File: config.mk
export PLATFORM = sky130hd
export DESIGN_NAME = pfn_div
export DESIGN_NICKNAME = d
export VERILOG_FILES = /design/src/hdl/pfn_pkg.sv /design/src/hdl/pfn_div.sv
export SDC_FILE = /design/constraint.sdc
export NUM_CORES = 2
export LEC_CHECK = 0
export BUFFER_PORTS_ARGS = -buffer_cell sky130_fd_sc_hd__clkbuf_2
export CAP_MARGIN = 5
export CORE_UTILIZATION = 45
export DETAILED_ROUTE_END_ITERATION = 12
export GPL_TIMING_DRIVEN = 0
export HOLD_SLACK_MARGIN = 0.06
export RECOVER_POWER = 25
export SYNTH_ARGS = -nofsm -noshare
export SYNTH_HDL_FRONTEND = slang
export SYNTH_SLANG_ARGS = --single-unit
File: constraint.sdc
create_clock -name i_clk -period 3.92 [get_ports i_clk]
set_input_delay 0.588 -clock i_clk [delete_from_list [all_inputs] [get_ports i_clk]]
set_output_delay 0.588 -clock i_clk [all_outputs]
set_load 0.05 [all_outputs]
File: src/hdl/pfn_pkg.sv
package pfn_pkg;

    localparam int GRID_BITS = 2;
    localparam int FREQ_W    = 31;
    localparam int AMP_W     = 17;
    localparam int SUM_W     = 39;
    localparam int TOT_W     = 20;
    localparam int OCT_W     = 4;
    localparam int QUO_W     = 18;
    localparam int NORM_W    = QUO_W + 1;
    localparam int POS_W     = 42;
    localparam int HALF_W    = POS_W / 2;
    localparam int FRAC_W    = 16;
    localparam int CFG_W     = 48;
    localparam int OUT_W     = 16;

    localparam logic [FREQ_W-1:0] FREQ_ONE = FREQ_W'(65536);
    localparam logic [AMP_W-1:0]  AMP_ONE  = AMP_W'(65536);
    localparam logic [10:0]       LAC_MAX  = 11'd1024;
    localparam logic signed [17:0] G_ONE   = 18'sd65536;
    localparam logic signed [17:0] G_DIAG  = 18'sd46341;

    typedef enum logic [2:0] {
        CFG_GRAD   = 3'd0,
        CFG_SCALE  = 3'd1,
        CFG_OCT    = 3'd2,
        CFG_PERS   = 3'd3,
        CFG_LAC    = 3'd4,
        CFG_GAIN   = 3'd5
    } t_cfg_idx;

    typedef enum logic [2:0] {
        DIR_E  = 3'd0,
        DIR_NE = 3'd1,
        DIR_N  = 3'd2,
        DIR_NW = 3'd3,
        DIR_W  = 3'd4,
        DIR_SW = 3'd5,
        DIR_S  = 3'd6,
        DIR_SE = 3'd7
    } t_dir;

    typedef struct packed {
        logic [CFG_W-1:0] grad_tbl;
        logic [23:0]      coord_scale;
        logic [OCT_W-1:0] octaves;
        logic [15:0]      persistence;
        logic [10:0]      lacunarity;
        logic [12:0]      gain;
    } t_cfg;

    typedef struct packed {
        logic [FREQ_W-1:0]        freq;
        logic [AMP_W-1:0]         amp;
        logic signed [SUM_W-1:0]  sum;
        logic [TOT_W-1:0]         total;
        logic [OCT_W-1:0]         octs;
    } t_acc;

    function automatic t_dir grad_code(input logic [CFG_W-1:0] tbl,
                                       input logic [GRID_BITS-1:0] row,
                                       input logic [GRID_BITS-1:0] col);
        return t_dir'(tbl[{row, col} * 3 +: 3]);
    endfunction

    function automatic logic signed [17:0] grad_x(input t_dir code);
        logic signed [17:0] g;
        unique case (code)
            DIR_E:  g = G_ONE;
            DIR_NE: g = G_DIAG;
            DIR_N:  g = '0;
            DIR_NW: g = -G_DIAG;
            DIR_W:  g = -G_ONE;
            DIR_SW: g = -G_DIAG;
            DIR_S:  g = '0;
            default: g = G_DIAG;
        endcase
        return g;
    endfunction

    function automatic logic signed [17:0] grad_y(input t_dir code);
        logic signed [17:0] g;
        unique case (code)
            DIR_E:  g = '0;
            DIR_NE: g = G_DIAG;
            DIR_N:  g = G_ONE;
            DIR_NW: g = G_DIAG;
            DIR_W:  g = '0;
            DIR_SW: g = -G_DIAG;
            DIR_S:  g = -G_ONE;
            default: g = -G_DIAG;
        endcase
        return g;
    endfunction

endpackage

File: src/hdl/pfn_div.sv
module pfn_div (
    input  logic                                  i_clk,
    input  logic                                  i_rst_n,
    input  logic                                  i_en,
    input  logic                                  i_valid,
    input  logic signed [pfn_pkg::SUM_W-1:0]      i_sum,
    input  logic [pfn_pkg::TOT_W-1:0]             i_total,
    output logic                                  o_valid,
    output logic signed [pfn_pkg::NORM_W-1:0]     o_norm
);

    localparam int QW = pfn_pkg::QUO_W;
    localparam int MW = pfn_pkg::SUM_W;

    logic                        r_v   [QW+1];
    logic [MW-1:0]               r_mag [QW+1];
    logic [QW-1:0]               r_q   [QW+1];
    logic                        r_neg [QW+1];
    logic [pfn_pkg::TOT_W-1:0]   r_den [QW+1];
    logic [MW:0]                 n_trial [QW];
    logic [QW-1:0]               n_q     [QW];
    logic                        r_ov;
    logic signed [pfn_pkg::NORM_W-1:0] r_norm;

    always_comb begin
        for (int j = 0; j < QW; j++) begin
            n_trial[j] = {1'b0, r_mag[j]} - ((MW+1)'(r_den[j]) << (QW - 1 - j));
            n_q[j]     = r_q[j] | (QW'(!n_trial[j][MW]) << (QW - 1 - j));
        end
    end

    always_ff @(posedge i_clk) begin
        if (!i_rst_n) begin
            for (int s = 0; s <= QW; s++) r_v[s] <= 1'b0;
            r_ov <= 1'b0;
        end else if (i_en) begin
            r_v[0] <= i_valid;
            for (int s = 1; s <= QW; s++) r_v[s] <= r_v[s-1];
            r_ov <= r_v[QW];
        end
    end

    always_ff @(posedge i_clk) begin
        if (i_en) begin
            r_mag[0] <= i_sum[MW-1] ? MW'(-i_sum) : MW'(i_sum);
            r_neg[0] <= i_sum[MW-1];
            r_den[0] <= i_total;
            r_q[0]   <= '0;
            for (int j = 0; j < QW; j++) begin
                r_mag[j+1] <= n_trial[j][MW] ? r_mag[j] : n_trial[j][MW-1:0];
                r_q[j+1]   <= n_q[j];
                r_neg[j+1] <= r_neg[j];
                r_den[j+1] <= r_den[j];
            end
            r_norm <= r_neg[QW] ? -$signed({1'b0, r_q[QW]}) : $signed({1'b0, r_q[QW]});
        end
    end

    assign o_valid = r_ov;
    assign o_norm  = r_norm;

endmodule

# Yosys cells after proc, flatten, opt, wreduce, memory -nomap -nowiden
# Memories as Yosys holds them, arrays and structs flattened. A register that Yosys moved wholly into a read port is not among the register bits.
# Index checks and enable logic that the tools add are counted.
# word_totals
memories	5
ram_bits	1501
wordCells	127
output_inout_bits	20
register_bits	19
# classes
n_bitwise	37
add_sub_neg	20
reduce_logical	19
n_mux	44
# mem_list
name	words	word_bits	rd	rd_ports_with_merged_regs	wr	line	source
r_mag	19	39	18	0	19	pfn_div.sv:16	logic [MW-1:0] r_mag [QW+1];
r_den	19	20	18	0	19	pfn_div.sv:19	logic [pfn_pkg::TOT_W-1:0] r_den [QW+1];
r_q	19	18	19	0	19	pfn_div.sv:17	logic [QW-1:0] r_q [QW+1];
r_neg	19	1	19	0	19	pfn_div.sv:18	logic r_neg [QW+1];
r_v	19	1	19	1	19	pfn_div.sv:15	logic r_v [QW+1];
# op_table
operator	count
two-way mux 39 bit	19
subtractor 39 x 20 -> 40 bit	1
subtractor 39 x 21 -> 40 bit	1
subtractor 39 x 22 -> 40 bit	1
subtractor 39 x 23 -> 40 bit	1
subtractor 39 x 24 -> 40 bit	1
subtractor 39 x 25 -> 40 bit	1
subtractor 39 x 26 -> 40 bit	1
subtractor 39 x 27 -> 40 bit	1
subtractor 39 x 28 -> 40 bit	1
subtractor 39 x 29 -> 40 bit	1
subtractor 39 x 30 -> 40 bit	1
subtractor 39 x 31 -> 40 bit	1
subtractor 39 x 32 -> 40 bit	1
subtractor 39 x 33 -> 40 bit	1
subtractor 39 x 34 -> 40 bit	1
subtractor 39 x 35 -> 40 bit	1
subtractor 39 x 36 -> 40 bit	1
subtractor 39 x 37 -> 40 bit	1
negation 39 bit	1
two-way mux 1 bit	24
zero test 1 bit	19
negation 18 -> 19 bit	1
OR 1 bit	19
other kinds (19)	19

# Depth between registers and ports, before layout
# depth
ltp_word	4
depth_mapped	15
depth_no_buf	13

# Worst setup path after synthesis
# OpenSTA, ideal clock, no wires.
# synth_path
path_type	register -> register
from	mem r_den[10][0] (netlist name)
to	mem r_mag[11][36] (netlist name), data pin
path_stages_with_launch	13
setup_ps	259
setup_slack_ps	663
t_arrival_ps	2998
n_path_buf	1
path_cell_list	edfxtp_1 ha_1 fa_1 nor2b_1 o31ai_1 a221oi_1 a31oi_1 a31oi_1 a41oi_1 nand3_1 buf_2 nand4b_1 xnor2_1
# synth_lines
element	line
from (decl)	pfn_div.sv:19
to (decl)	pfn_div.sv:16

==> flow_summary.yaml <==
status:
  status: "finished clean"
worst_hold_path:
  hp-class: "in -> reg"
  hold_depth: 2
  min_from: "i_sum[37]"
finish:
  stdcell_count: 7624
  final_cell_mix: "edfxtp_1, inv_1, nor2_1"
  layout_commonest_cell: "edfxtp_1"
  drive_gt1_share_pct: 8.72
  stdcell_area_sq_um: 73100
  num_antenna_cells: 0
  nets: 6068
  area_growth_pct: 12.6
floorplanning:
  start_util_pct: 45.6
  die_w_microns: 382
  rows: 138
  die_h_microns: 382
  io_pins: 83
  dieArea_sq_um: 146000
  core_sq_um: 142000
clock_tree:
  cts_num_sinks: 1291
  clk_path_buf_depth: 3
  clk_pin_slew_worst_paths_ps: 50
  cts_buffers: 146
  cts_root_buf: "clkbuf_16"
  cts-htree-levels: 4
  cts_tree: "done"
  clk_latency_ps: 780
worst_setup_path:
  worstPathRequired_ps: 4430
  end_kind: "register"
  cp_max_fo: 5
  r2r_cells: 11
  startpoint: "r_den[15][1]"
  reg2reg_from: "r_den[15][1]"
  cp.arrival_ps: 4320
  crit_type: "reg -> reg"
  cp-start-kind: "register"
logic_synthesis:
  syn_area_sq_um: 64900
  syn-num-nets: 5803
  synth_ff_type: "edfxtp_1"
  yosysSeqAreaShare_pct: 59.5
  ys_ff_latch: 1291
  synth_warnings: 0
  synthArstFlopShare_pct: 0
  synth_edf_count: 1273
  netlist_instances: 5362
  synth.distinct_cells: 91
  syn_avg_cell_area_sq_um: 12.1
power:
  seqPwrFrac_pct: 41.4
  cellPowerDensity_nw_per_um2: 675
  p_int_mw: 33.3
  power.switching_mw: 16.0
  combPwrFrac_pct: 32.3
  clkPwrFrac_pct: 26.3
  p_sw_share_pct: 32.5
  leakage_nw: 27.9
  ir_drop_uv: 411
  finalPower_mw: 49.4
global_route:
  grt_pass1_vias: 42000
  antenna_found_initial: 0
  grt_pass1_wl_microns: 206000
  grt_max_degree: 127
  gr-usage-all-layers_pct: 17.5
  grt_overflow: 0
drt:
  route.detailed.drc: 0
  drt_wl_total_microns: 128000
  drtPass1Iterations: 5
  drt-wirelength-per-cell_microns: 16.8
  viasPerCell: 5.34
  num_vias: 40700
  postRouteAntennaNets: 0
  drt-initial-drc-count: 2040
sta:
  worst_slew_margin_rel_pct: 45.4
  finalHoldViolCount: 0
  setup_viol: 0
  timing.setup.tns_ps: 0
  fmax_mhz: 263
  slew_violations: 0
  fin_crit_sh_pct: 97.0
  max_slew.worst_pin.slew_ps: 811
  holdWs_ps: 142
  grt_setup_unrepaired: "false"
  fin_skew_ps: 44.4
  post-route-min-period_ps: 3800
place:
  place_area_sq_um: 68000
  dp_hpwl_microns: 94700
  port_buffers: 82
  place_inst: 7345
  gp_congestion: 0.868
job:
  cap_violations: 0
-- repair_timing --
action                                  4_1_cts  5_1_grt
endpoints found under the hold margin        23        0
endpoints found under the setup margin      199      209
pin swaps                                     0        3
buffers inserted                              0        3
gates resized for setup                      39       46
hold buffers                                 23        0
-- synthesized netlist by cell type (all sizes together), types with 13 or more instances --
library cell | instances | share of area [%]
mux2i | 20 | 0.31
ha | 361 | 7.0
fa | 17 | 0.52
o21a | 72 | 0.83
xnor2 | 258 | 3.5
nor2b | 82 | 0.79
nor3 | 113 | 0.87
a31oi | 39 | 0.38
xor2 | 182 | 2.5
and2 | 22 | 0.21
o2111ai | 14 | 0.19
o41ai | 18 | 0.27
o211ai | 22 | 0.26
or4 | 31 | 0.37
or3 | 55 | 0.53
and3 | 32 | 0.31
o21ai | 310 | 2.4
clkbuf | 77 | 0.45
o31ai | 60 | 0.71
edfxtp | 1273 | 59
a21oi | 360 | 2.8
nand3 | 78 | 0.60
o21bai | 20 | 0.23
a21o | 122 | 1.4
nor4 | 46 | 0.48
mux2 | 73 | 1.3
inv | 462 | 2.7
nand2 | 350 | 2.0
o31a | 28 | 0.38
nand3b | 13 | 0.15
nand4 | 23 | 0.22
nor2 | 381 | 2.2
a211oi | 46 | 0.54
buf | 18 | 0.12
nand2b | 81 | 0.78
dfxtp | 18 | 0.56
or2 | 34 | 0.33
-- layout make-up --
cell class              instances  area (sq um)
fillers                     12200         69200
flip-flops and latches       1291         38600
multi-input cells            3514         24500
clock buffers                 174          3760
well taps                    1890          2360
inverters                     462          1730
repair buffers                119           972
clock inverters                81           841
plain buffers                  93           398
-- per-layer routing --
layer	GRT usage [%]	up-vias	part of all wire, %
met1	16.8	19300	36
met2	34.8	711	55
li1	-	20300	-
met4	10.1	0	5.3
met5	0	-	0
met3	2.61	360	2.9
-- metrics by stage --
stage | setup WS [ps] | utilization (%)
2_1_floorplan | 663 | -
3_3_place_gp | -20050 | 47.6
3_5_place_dp | -623 | 47.8
4_1_cts | 7.36 | 51.3
5_1_grt | 1.14 | 51.4
6_report | 118 | 51.4
-- flip-flops by register name (all words and copies together) (netlist names) --
| register | count |
|---|---|
| o_norm | 19 |
| o_valid | 1 |
| r_den | 360 |
| r_mag | 702 |
| r_neg | 19 |
| r_q | 171 |
| r_v | 19 |
-- power groups by stage --
stage	clock network, mW	logic (mW)	registers, mW
final	13.0	16.0	20.4
after global routing	13.8	17.8	20.7
after CTS	13.4	15.8	20.4
after detailed placement	0	15.6	20.7
after global placement	0	15.3	21.3
after floorplan	0	12.1	20.1
-- worst paths after layout --
| check | endpoint | slack (ps) |
|---|---|---|
| min | r_mag[0][38] | 140 |
| max | r_mag[16][35] | 120 |
| min reg2reg | r_neg[4] | 400 |
| max reg2reg | r_mag[16][35] | 120 |
-- critical path, stage by stage (launching register included) --
cell      delay [ps]
edfxtp_1         440
inv_1             90
ha_1             220
nor2b_1          150
o31ai_1          500
a21oi_1          200
o21ai_0          500
o21ai_1          340
a31o_2           360
a211oi_2         440
nand3b_1         150
xnor2_1          150
-- cells by family (layout without fill, tap and decap cells) --
family / count (synthesis) / count (layout) / share of synthesized area, %
compound gates: 1228 / 1228 / 12.0
xor+xnor: 440 / 440 / 5.94
fa+ha+maj: 378 / 378 / 7.48
buf+inv: 557 / 929 / 3.24
flops: 1291 / 1291 / 59.5
mux: 93 / 93 / 1.57
simple gates: 1375 / 1375 / 10.3
No activity file was read; power rests on OpenSTA's default activity.
